File: config.mk
export PLATFORM = sky130hd
export DESIGN_NAME = ast_front
export DESIGN_NICKNAME = d
export VERILOG_FILES = /design/src/rtl/ast_pkg.sv /design/src/rtl/ast_front.sv
export SDC_FILE = /design/constraint.sdc
export NUM_CORES = 1
export LEC_CHECK = 0
export BUFFER_PORTS_ARGS = -buffer_cell sky130_fd_sc_hd__buf_2
export CAP_MARGIN = 20
export CORE_MARGIN = 4
export CORE_UTILIZATION = 35
export CTS_BUF_LIST = sky130_fd_sc_hd__clkbuf_4
export CTS_CLUSTER_SIZE = 8
export DETAILED_ROUTE_END_ITERATION = 10
export GPL_TIMING_DRIVEN = 0
export PLACE_DENSITY_LB_ADDON = 0.08
export SYNTH_ARGS = -nofsm -noshare
export SYNTH_HDL_FRONTEND = slang
export SYNTH_SLANG_ARGS = --single-unit
export TNS_END_PERCENT = 100
File: constraint.sdc
create_clock -name i_clk -period 3.84 [get_ports i_clk]
set_clock_uncertainty 0.05 [all_clocks]
set_input_delay 0.384 -clock i_clk [delete_from_list [all_inputs] [get_ports i_clk]]
set_output_delay 0.384 -clock i_clk [all_outputs]
set_load 0.01 [all_outputs]
File: src/rtl/ast_pkg.sv
// ----------------------------------------------------------------------------
// ast_pkg
// shared types and constants of the source tokenizer
// ----------------------------------------------------------------------------
package ast_pkg;

    localparam int unsigned CHAR_W  = 21;
    localparam int unsigned TYPE_W  = 6;
    localparam int unsigned ERR_W   = 3;
    localparam int unsigned NKW     = 12;

    // scan modes, one-hot
    typedef enum logic [8:0] {
        M_IDLE      = 9'b000000001,
        M_IDENT     = 9'b000000010,
        M_NUMBER    = 9'b000000100,
        M_OPER      = 9'b000001000,
        M_CHAR_OPEN = 9'b000010000,
        M_CHAR_BODY = 9'b000100000,
        M_STRING    = 9'b001000000,
        M_COMMENT   = 9'b010000000,
        M_HALT      = 9'b100000000
    } t_mode;

    // input item: one source character
    typedef struct packed {
        logic [CHAR_W-1:0] char_code;
    } t_src;

    localparam logic [TYPE_W-1:0] T_PRINT = 6'd0;
    localparam logic [TYPE_W-1:0] T_ID    = 6'd3;
    localparam logic [TYPE_W-1:0] T_INT   = 6'd4;
    localparam logic [TYPE_W-1:0] T_FLOAT = 6'd5;
    localparam logic [TYPE_W-1:0] T_CHAR  = 6'd7;
    localparam logic [TYPE_W-1:0] T_STR   = 6'd8;
    localparam logic [TYPE_W-1:0] T_EOF   = 6'd36;

    localparam logic [ERR_W-1:0] E_NONE   = 3'd0;
    localparam logic [ERR_W-1:0] E_OPER   = 3'd1;
    localparam logic [ERR_W-1:0] E_NUMBER = 3'd2;
    localparam logic [ERR_W-1:0] E_CHAR   = 3'd3;
    localparam logic [ERR_W-1:0] E_STRING = 3'd4;
    localparam logic [ERR_W-1:0] E_SYMBOL = 3'd5;

    // token request from front to back: kind, which offset, which length
    typedef struct packed {
        logic [TYPE_W-1:0] ttype;
        logic [ERR_W-1:0]  err;
        logic              use_begin; // column from token start, else char offset
        logic              len_one;   // length is one, else zero or body
        logic              len_body;
    } t_tok;

    function automatic logic [3:0] op_code(input logic [CHAR_W-1:0] c);
        logic [3:0] r;
        r = 4'd0;
        unique case (c)
            21'h3D: r = 4'd1;
            21'h2B: r = 4'd2;
            21'h2D: r = 4'd3;
            21'h2A: r = 4'd4;
            21'h2F: r = 4'd5;
            21'h25: r = 4'd6;
            21'h3C: r = 4'd7;
            21'h3E: r = 4'd8;
            21'h21: r = 4'd9;
            default: r = 4'd0;
        endcase
        return r;
    endfunction

    function automatic logic [TYPE_W-1:0] symbol_type(input logic [CHAR_W-1:0] c);
        logic [TYPE_W-1:0] r;
        r = 6'd0;
        unique case (c)
            21'h28:  r = 6'd28;
            21'h29:  r = 6'd29;
            21'h7B:  r = 6'd30;
            21'h7D:  r = 6'd31;
            21'h5B:  r = 6'd32;
            21'h5D:  r = 6'd33;
            21'h3A:  r = 6'd34;
            21'h61B: r = 6'd35;
            default: r = 6'd0;
        endcase
        return r;
    endfunction

    function automatic logic [3:0] kw_len(input int k);
        logic [3:0] t [NKW];
        t = '{4'd4, 4'd8, 4'd2, 4'd3, 4'd2, 4'd1, 4'd3, 4'd2, 4'd3, 4'd3, 4'd5, 4'd2};
        return t[k];
    endfunction

    function automatic logic [TYPE_W-1:0] kw_type(input int k);
        logic [TYPE_W-1:0] t [NKW];
        t = '{6'd0, 6'd1, 6'd6, 6'd6, 6'd16, 6'd15, 6'd17, 6'd2, 6'd24, 6'd25,
              6'd26, 6'd27};
        return t[k];
    endfunction

    // keyword character at position p (0..7), zero past the end
    function automatic logic [10:0] kw_char(input int k, input logic [2:0] p);
        logic [10:0] t [NKW][8];
        t = '{
            '{11'h627, 11'h637, 11'h628, 11'h639, 11'h0, 11'h0, 11'h0, 11'h0},
            '{11'h627, 11'h642, 11'h631, 11'h623, 11'h05F, 11'h633, 11'h637, 11'h631},
            '{11'h635, 11'h62D, 11'h0, 11'h0, 11'h0, 11'h0, 11'h0, 11'h0},
            '{11'h62E, 11'h637, 11'h623, 11'h0, 11'h0, 11'h0, 11'h0, 11'h0},
            '{11'h623, 11'h648, 11'h0, 11'h0, 11'h0, 11'h0, 11'h0, 11'h0},
            '{11'h648, 11'h0, 11'h0, 11'h0, 11'h0, 11'h0, 11'h0, 11'h0},
            '{11'h644, 11'h64A, 11'h633, 11'h0, 11'h0, 11'h0, 11'h0, 11'h0},
            '{11'h62F, 11'h639, 11'h0, 11'h0, 11'h0, 11'h0, 11'h0, 11'h0},
            '{11'h625, 11'h630, 11'h627, 11'h0, 11'h0, 11'h0, 11'h0, 11'h0},
            '{11'h644, 11'h643, 11'h644, 11'h0, 11'h0, 11'h0, 11'h0, 11'h0},
            '{11'h637, 11'h627, 11'h644, 11'h645, 11'h627, 11'h0, 11'h0, 11'h0},
            '{11'h641, 11'h64A, 11'h0, 11'h0, 11'h0, 11'h0, 11'h0, 11'h0}
        };
        return t[k][p];
    endfunction

endpackage

File: src/rtl/ast_front.sv
// ----------------------------------------------------------------------------
// ast_front
// per-character scanner: updates the lexer state, emits up to two results
// ----------------------------------------------------------------------------
module ast_front #(
    parameter int unsigned LENGTH_WIDTH = 16,
    parameter int unsigned OFFSET_WIDTH = 24,
    parameter int unsigned LINE_WIDTH   = 16
) (
    input  logic                         i_clk,
    input  logic                         i_rst_n,
    input  logic                         i_fire,
    input  logic [ast_pkg::CHAR_W-1:0]   i_char,
    output logic [1:0]                   o_count,
    output ast_pkg::t_tok                o_tok0,
    output ast_pkg::t_tok                o_tok1,
    output logic [LENGTH_WIDTH-1:0]      o_body,
    output logic [OFFSET_WIDTH-1:0]      o_begin,
    output logic [OFFSET_WIDTH-1:0]      o_off,
    output logic [LINE_WIDTH-1:0]        o_line0,
    output logic [LINE_WIDTH-1:0]        o_line1
);
    localparam logic [LENGTH_WIDTH-1:0] LEN_MAX = '1;
    localparam logic [OFFSET_WIDTH-1:0] OFF_MAX = '1;
    localparam logic [LINE_WIDTH-1:0]   LIN_MAX = '1;

    ast_pkg::t_mode              r_mode, n_mode;
    logic [LENGTH_WIDTH-1:0]     r_len, n_len;
    logic [ast_pkg::NKW-1:0]     r_kw, n_kw;
    logic [8:0]                  r_ops, n_ops;
    logic                        r_per, n_per;
    logic [LINE_WIDTH-1:0]       r_line, n_line;
    logic [OFFSET_WIDTH-1:0]     r_off, n_off;
    logic [OFFSET_WIDTH-1:0]     r_beg, n_beg;

    logic [ast_pkg::CHAR_W-1:0] c;
    logic is_start, is_dig, is_blank, redo;
    logic [3:0] opc;
    logic [ast_pkg::TYPE_W-1:0] sym, id_t, op_t;
    logic [LENGTH_WIDTH-1:0] l_inc;
    logic [ast_pkg::NKW-1:0] kw_next;
    logic [1:0] n;
    ast_pkg::t_tok t0, t1;
    logic [ast_pkg::NKW-1:0] kw_first;

    function automatic ast_pkg::t_tok mk(input logic [ast_pkg::TYPE_W-1:0] ty,
                                         input logic [ast_pkg::ERR_W-1:0] er,
                                         input logic ub, input logic l1,
                                         input logic lb);
        ast_pkg::t_tok t;
        t.ttype = ty; t.err = er; t.use_begin = ub; t.len_one = l1; t.len_body = lb;
        return t;
    endfunction

    assign c        = i_char;
    assign is_start = (c >= 21'h600 && c <= 21'h6FF && c != 21'h61B) || c == 21'h5F;
    assign is_dig   = c >= 21'h30 && c <= 21'h39;
    assign is_blank = c == 21'h20 || c == 21'h09 || c == 21'h0D || c == 21'h0B
                      || c == 21'h0C;
    assign opc      = ast_pkg::op_code(c);
    assign sym      = ast_pkg::symbol_type(c);
    assign l_inc    = (r_len == LEN_MAX) ? r_len : r_len + 1'b1;

    // identifier keyword resolution from current state
    always_comb begin
        id_t = ast_pkg::T_ID;
        for (int k = ast_pkg::NKW - 1; k >= 0; k--) begin
            if (r_kw[k] && r_len == LENGTH_WIDTH'(ast_pkg::kw_len(k)))
                id_t = ast_pkg::kw_type(k);
        end
    end

    // operator run resolution
    always_comb begin
        logic [3:0] a, b;
        a = r_ops[3:0];
        b = r_ops[7:4];
        op_t = 6'd0;
        if (!r_ops[8]) begin
            if (r_len == LENGTH_WIDTH'(1)) begin
                unique case (a)
                    4'd1: op_t = 6'd9;
                    4'd2: op_t = 6'd10;
                    4'd3: op_t = 6'd11;
                    4'd4: op_t = 6'd12;
                    4'd5: op_t = 6'd13;
                    4'd6: op_t = 6'd14;
                    4'd7: op_t = 6'd20;
                    4'd8: op_t = 6'd22;
                    default: op_t = 6'd0;
                endcase
            end else if (r_len == LENGTH_WIDTH'(2) && b == 4'd1) begin
                unique case (a)
                    4'd1: op_t = 6'd18;
                    4'd9: op_t = 6'd19;
                    4'd7: op_t = 6'd21;
                    4'd8: op_t = 6'd23;
                    default: op_t = 6'd0;
                endcase
            end
        end
    end

    // keyword narrowing: continuing the current name, and starting a fresh one
    always_comb begin
        kw_next  = r_kw;
        kw_first = '1;
        for (int k = 0; k < ast_pkg::NKW; k++) begin
            if (r_len >= LENGTH_WIDTH'(ast_pkg::kw_len(k)) ||
                ast_pkg::kw_char(k, r_len[2:0]) != c[10:0] || c[20:11] != '0)
                kw_next[k] = 1'b0;
            if (ast_pkg::kw_char(k, 3'd0) != c[10:0] || c[20:11] != '0)
                kw_first[k] = 1'b0;
        end
    end

    always_comb begin
        n_mode = r_mode; n_len = r_len; n_kw = r_kw; n_ops = r_ops; n_per = r_per;
        n_line = r_line; n_off = r_off; n_beg = r_beg;
        redo = 1'b0; n = 2'd0;
        t0 = mk(6'd0, ast_pkg::E_NONE, 1'b0, 1'b0, 1'b0);
        t1 = t0;

        unique case (r_mode)
            ast_pkg::M_IDENT: begin
                if (is_start || is_dig) begin
                    n_kw = kw_next; n_len = l_inc;
                end else begin
                    t0 = mk(id_t, ast_pkg::E_NONE, 1'b1, 1'b0, 1'b1); n = 2'd1;
                    redo = 1'b1;
                end
            end
            ast_pkg::M_NUMBER: begin
                if (is_dig) n_len = l_inc;
                else if (c == 21'h2E) begin
                    if (r_per) begin
                        t0 = mk(ast_pkg::T_FLOAT, ast_pkg::E_NUMBER, 1'b0, 1'b0, 1'b1);
                        n = 2'd1; n_mode = ast_pkg::M_HALT;
                    end else begin
                        n_per = 1'b1; n_len = l_inc;
                    end
                end else begin
                    t0 = mk(r_per ? ast_pkg::T_FLOAT : ast_pkg::T_INT, ast_pkg::E_NONE,
                            1'b1, 1'b0, 1'b1);
                    n = 2'd1; redo = 1'b1;
                end
            end
            ast_pkg::M_OPER: begin
                if (opc != 4'd0) begin
                    if (r_len == '0) n_ops = r_ops | {5'd0, opc};
                    else if (r_len == LENGTH_WIDTH'(1)) n_ops = r_ops | {1'b0, opc, 4'd0};
                    else n_ops = r_ops | 9'h100;
                    n_len = l_inc;
                end else begin
                    t0 = mk(op_t, (op_t == 6'd0) ? ast_pkg::E_OPER : ast_pkg::E_NONE,
                            1'b1, 1'b0, 1'b1);
                    n = 2'd1; redo = 1'b1;
                end
            end
            ast_pkg::M_CHAR_OPEN, ast_pkg::M_CHAR_BODY: begin
                if (c == 21'h2019) begin
                    t0 = mk(ast_pkg::T_CHAR, ast_pkg::E_NONE, 1'b1, 1'b0, 1'b1);
                    n = 2'd1; n_mode = ast_pkg::M_IDLE;
                end else if (r_mode == ast_pkg::M_CHAR_OPEN && c != '0) begin
                    n_len = LENGTH_WIDTH'(1); n_mode = ast_pkg::M_CHAR_BODY;
                end else begin
                    t0 = mk(ast_pkg::T_CHAR, ast_pkg::E_CHAR, 1'b0, 1'b0, 1'b1);
                    n = 2'd1; n_mode = ast_pkg::M_HALT; redo = (c == '0);
                end
            end
            ast_pkg::M_STRING: begin
                if (c == 21'h22) begin
                    t0 = mk(ast_pkg::T_STR, ast_pkg::E_NONE, 1'b1, 1'b0, 1'b1);
                    n = 2'd1; n_mode = ast_pkg::M_IDLE;
                end else if (c == '0) begin
                    t0 = mk(ast_pkg::T_STR, ast_pkg::E_STRING, 1'b0, 1'b0, 1'b1);
                    n = 2'd1; redo = 1'b1;
                end else n_len = l_inc;
            end
            ast_pkg::M_COMMENT: redo = (c == 21'h0A || c == '0);
            ast_pkg::M_HALT:    redo = (c == '0);
            default:            redo = 1'b1;
        endcase

        if (redo) begin
            ast_pkg::t_tok tr;
            logic emit;
            emit = 1'b0;
            tr = t0;
            n_mode = ast_pkg::M_IDLE; n_len = '0; n_kw = '1; n_ops = '0; n_per = 1'b0;
            n_beg = r_off;
            if (c == '0) begin
                tr = mk(ast_pkg::T_EOF, ast_pkg::E_NONE, 1'b0, 1'b0, 1'b0); emit = 1'b1;
            end else if (is_blank) begin
            end else if (c == 21'h0A) begin
                if (r_line != LIN_MAX) n_line = r_line + 1'b1;
            end else if (is_start) begin
                n_mode = ast_pkg::M_IDENT; n_kw = kw_first; n_len = LENGTH_WIDTH'(1);
            end else if (is_dig) begin
                n_mode = ast_pkg::M_NUMBER; n_len = LENGTH_WIDTH'(1);
            end else if (opc != 4'd0) begin
                n_mode = ast_pkg::M_OPER; n_ops = {5'd0, opc}; n_len = LENGTH_WIDTH'(1);
            end else if (sym != 6'd0) begin
                tr = mk(sym, ast_pkg::E_NONE, 1'b0, 1'b1, 1'b0); emit = 1'b1;
            end else if (c == 21'h2018) n_mode = ast_pkg::M_CHAR_OPEN;
            else if (c == 21'h22) n_mode = ast_pkg::M_STRING;
            else if (c == 21'h23) n_mode = ast_pkg::M_COMMENT;
            else begin
                tr = mk(ast_pkg::T_PRINT, ast_pkg::E_SYMBOL, 1'b0, 1'b0, 1'b0);
                emit = 1'b1; n_mode = ast_pkg::M_HALT;
            end
            if (emit) begin
                if (n == 2'd0) t0 = tr; else t1 = tr;
                n = n + 2'd1;
            end
        end

        if (redo && c == '0) begin
            n_line = LINE_WIDTH'(1); n_off = '0; n_beg = '0;
        end else if (r_off != OFF_MAX) n_off = r_off + 1'b1;
    end

    always_ff @(posedge i_clk) begin
        if (!i_rst_n) begin
            r_mode <= ast_pkg::M_IDLE; r_len <= '0; r_kw <= '1; r_ops <= '0;
            r_per <= 1'b0; r_line <= LINE_WIDTH'(1); r_off <= '0; r_beg <= '0;
        end else if (i_fire) begin
            r_mode <= n_mode; r_len <= n_len; r_kw <= n_kw; r_ops <= n_ops;
            r_per <= n_per; r_line <= n_line; r_off <= n_off; r_beg <= n_beg;
        end
    end

    assign o_count = n;
    assign o_tok0  = t0;
    assign o_tok1  = t1;
    assign o_body  = r_len;
    assign o_begin = r_beg;
    assign o_off   = r_off;
    assign o_line0 = r_line;
    // second result sees the same line as the first (only eof resets it)
    assign o_line1 = r_line;
endmodule

==> metrics list <==
- Result of the run: complete, but fails checks
- Failing checks: setup timing
* Worst setup slack after layout: -130 ps
- Worst-skew pair later-pin latency: 580 ps
- Share of total power consumed by net switching: 34.7%
- Via/cell ratio: 5.69
* Relative contribution of the clock network to total power: 38.5%
- The clock tree synthesis step divided the H-tree into 4 levels.
* Core ar.: 21,800 sq um
- In this run the static leakage power is 3.90 nW.
* Clock net sink count: 116
- Buffers placed on the I/O ports in this run total 142.
* First-pass GRT wire length: 46,600 um
- Count of mapped cells out of synthesis: 1,035
- Global routing used 24.3% of the available tracks across all layers.
- Summed over all layers, the routed wires come to 30,500 um.
* Combinational share of power: 12.2%
- Number of remaining DRC errors: 0
- Effective utilization at floorplan: 35.5%
* Simple-gate share of the synthesized area: 32.0%
- Element type at the critical path start: flop
- Counting the buffers created by CTS gives 17.
* Antenna violations before repair: 1
* Post-synthesis compound-gate area fraction: 22.0%
- The number of hold-slack violations in the final timing report is 0.
- Relative to the synthesized area, the layout overhead comes to 26.9%.
* First-iteration detailed-routing DRC count: 637
- Buffers inserted to repair hold after CTS numbered 0.
- Pwr Density: 253 nW/um^2
- For this run, the number of Yosys warnings is 0.
* Layout cells sized above 1: 26.9%
* Ys flop type: sky130_fd_sc_hd__dfxtp_1
* Post-synthesis share of cell area spent on xor and xnor gates: 7.25%
- Async set-reset flop share out of synthesis: 0%
* TritonCTS clock tree: yes
* Post-synthesis cell area: 7730 sq um
- Counting I/O delays and the setup requirement, the final critical path takes 3970 ps.
- Count of unique library cells instantiated by Yosys: 81
- Share of cell area taken by muxes after synthesis: 0.664%
- Sequential element share of the synthesized area: 30.1%
- Type of destination of the critical path: output pin
- Placement-stage worst setup slack: -959 ps
- The total overflow left after global routing is 0.
- Measured along the x axis, the die boundary spans 157 um.
- Setup repair after global routing could not meet its margin everywhere.
- Post-Place Cell Area: 8800 sq um
- Gpl congestion: 0.964
* Top-level I/O count: 146
- Cells fill 45.1% of the core in the end.
* Detailed-route wire length per cell: 20.1 um
- Max-cap violations in this run came to 0.
- Relative slew margins: 37.0%
* Flop pwr share: 49.3%
- The worst setup path is of the flop to output pin kind.
* Number of storage elements in the synthesis netlist: 116
* Core Rows: 54
- The die covers 24,500 sq um.
- At the end of the flow, the number of nets in the layout was 1,257.
* Final-layout fill cell count: 2,310
* Die extent in y: 157 um
- The via count of the first global-routing pass came to 8,119.
- After Yosys synthesis, full adders, half adders and majority gates account for 1.62% of the synthesized area.
- In this run the worst path has a maximum fanout of 5.
* Net load switching power: 0.000862 W
* Root cell of the clock tree: sky130_fd_sc_hd__clkbuf_4
- Counting flops with a built-in enable in the synthesized netlist gives 0.
- Of the available clock period, the critical path in the final layout requires 103%.
- For the pin with the worst max-slew slack, the measured transition is 933 ps.
- STA puts the critical path data required time at 3410 ps.
* First drt pass iteration count: 5
- The clock passes through at most 2 buffers.
- Count of nets left with antenna violations after detail routing: 0
* Main combinational cell family by area after synthesis: simple AND/OR/NAND/NOR gates
- Internal power comes to 0.00162 W.
- Based on the critical path, the design can be clocked at up to 0.252 GHz.
* Setup-failing EPs final: 5
* Number of vias after detailed routing: 8,631
* Max-slew violation count: 0
* Worst hold slack across all endpoints: 222 ps
- VDD IR max: 0.000140 V
- Class of the worst hold path: input port to flop
- Entering global routing, the biggest net connects 17 pins.
- Total non-filler cell area in the finished layout: 9810 sq um
- Worst-path clk slew: 140 ps
- Mean Syn Cell Area: 7.47 sq um
- Once detailed placement completed, the half-perimeter wirelength came to 22,800 um.
- Arrival time at the worst endpoint: 3540 ps
## power groups by stage
stage / sequential, W / combinational (W) / clock (W)
global route: 0.00123 / 0.000327 / 0.00104
detailed placement: 0.00125 / 0.000274 / 0
global placement: 0.00125 / 0.000276 / 0
CTS: 0.00122 / 0.000291 / 0.000987
finish: 0.00122 / 0.000303 / 0.000957
floorplan: 0.00125 / 0.000175 / 0
## timing repair
| item | 4_1_cts | 5_1_grt |
|---|---|---|
| gates resized for setup | 69 | 60 |
| endpoints found under the setup margin | 115 | 69 |
| cloned | 1 | 0 |
| pin swaps | 19 | 27 |
| buffers inserted | 15 | 16 |
## cells in the final DEF, fill, tap and decap left out, types with 7 or more instances in the layout
cell	n
sky130_fd_sc_hd__a22o_1	23
sky130_fd_sc_hd__and3_1	14
sky130_fd_sc_hd__o211ai_1	14
sky130_fd_sc_hd__xor2_1	32
sky130_fd_sc_hd__nor2b_1	12
sky130_fd_sc_hd__or3_1	19
sky130_fd_sc_hd__nand2b_1	11
sky130_fd_sc_hd__o21ai_2	7
sky130_fd_sc_hd__a21oi_1	61
sky130_fd_sc_hd__nand3_1	44
sky130_fd_sc_hd__nand4_1	23
sky130_fd_sc_hd__nor4_1	13
sky130_fd_sc_hd__buf_2	142
sky130_fd_sc_hd__nand2_1	99
sky130_fd_sc_hd__nor2_1	116
sky130_fd_sc_hd__inv_1	16
sky130_fd_sc_hd__clkbuf_4	19
sky130_fd_sc_hd__clkbuf_1	33
sky130_fd_sc_hd__buf_6	8
sky130_fd_sc_hd__dfxtp_1	114
sky130_fd_sc_hd__clkbuf_2	12
sky130_fd_sc_hd__xnor2_1	32
sky130_fd_sc_hd__nor3_1	30
sky130_fd_sc_hd__o21ai_0	53
sky130_fd_sc_hd__ha_1	9
sky130_fd_sc_hd__a31oi_1	16
sky130_fd_sc_hd__buf_4	47
## cell usage after synthesis (32+ instances only)
cell	count	area, sq um
sky130_fd_sc_hd__a21oi_1	65	325
sky130_fd_sc_hd__clkbuf_1	52	195
sky130_fd_sc_hd__dfxtp_1	116	2320
sky130_fd_sc_hd__nand2_1	103	387
sky130_fd_sc_hd__nand3_1	46	230
sky130_fd_sc_hd__nor2_1	125	469
sky130_fd_sc_hd__nor3_1	35	175
sky130_fd_sc_hd__o21ai_0	56	280
sky130_fd_sc_hd__xnor2_1	32	280
sky130_fd_sc_hd__xor2_1	32	280
## per-layer routing
metal  part of all wire (%)  wire length (um)  GRT usage, %
met5                      0                 0             0
met4                    3.3              1020          9.38
met3                    6.6              2020          5.01
met2                     46             14000          38.7
met1                     44             13500          32.5
## per-stage QoR
step | power (W) | cells | TNS [ps]
6_report | 0.00248 | 1517 | -376
2_1_floorplan | 0.00142 | 1037 | 0
4_1_cts | 0.00250 | 1501 | -3870
5_1_grt | 0.00259 | 1517 | -1800
3_5_place_dp | 0.00153 | 1459 | -77950
3_3_place_gp | 0.00153 | 1459 | -78670
## path summary, 6_finish.rpt
kind,from,end,slack (ps),cells past startpoint
min,i_rst_n,r_ops[0],220,2
min reg2reg,r_ops[5],r_ops[5],410,2
max,r_mode[4],o_tok0[3],-130,11
max reg2reg,r_mode[4],flop,170,12
## state kept, by name, indices dropped and copies added, names as in the netlist, named ones only
| register | flops |
|---|---|
| r_ops | 9 |
| o_body | 16 |
| r_kw | 12 |
| o_begin | 24 |
| o_line0 | 16 |
| r_per | 1 |
| r_mode | 9 |
| o_off | 24 |
## critical path, stage by stage (launching register included)
cell                      delay, ps
sky130_fd_sc_hd__dfxtp_4        360
sky130_fd_sc_hd__or3_4          380
sky130_fd_sc_hd__or4_4          510
sky130_fd_sc_hd__o21ai_4        200
sky130_fd_sc_hd__a21oi_2         40
sky130_fd_sc_hd__or3_4          390
sky130_fd_sc_hd__or2_4          250
sky130_fd_sc_hd__nand2_2         70
sky130_fd_sc_hd__or2_4          190
sky130_fd_sc_hd__nor2_1          60
sky130_fd_sc_hd__or3_1          390
sky130_fd_sc_hd__buf_6          140
## cells by family (layout without fill, tap and decap cells)
kind of cell	Yosys count	after routing
DFF	116	116
AOI/OAI and AO/OA	257	257
buffers and inverters	106	304
muxes	5	5
and+or+nand+nor	476	477
xor gates and xnor gates	64	64
adders and majority gates	10	10
other	1	4
## cell type report
class | count | area (sq um) | area share, %
Antenna cell | 1 | 2.50 | 0.0255
Buffer | 78 | 414 | 4.22
Clock buffer | 17 | 128 | 1.30
Clock inverter | 15 | 174 | 1.77
Inverter | 20 | 78.8 | 0.804
Multi-Input combinational cell | 816 | 5320 | 54.3
Sequential cell | 116 | 2330 | 23.8
Tap cell | 280 | 350 | 3.57
Timing Repair Buffer | 174 | 1010 | 10.3
(Power assumes the default switching activity.)
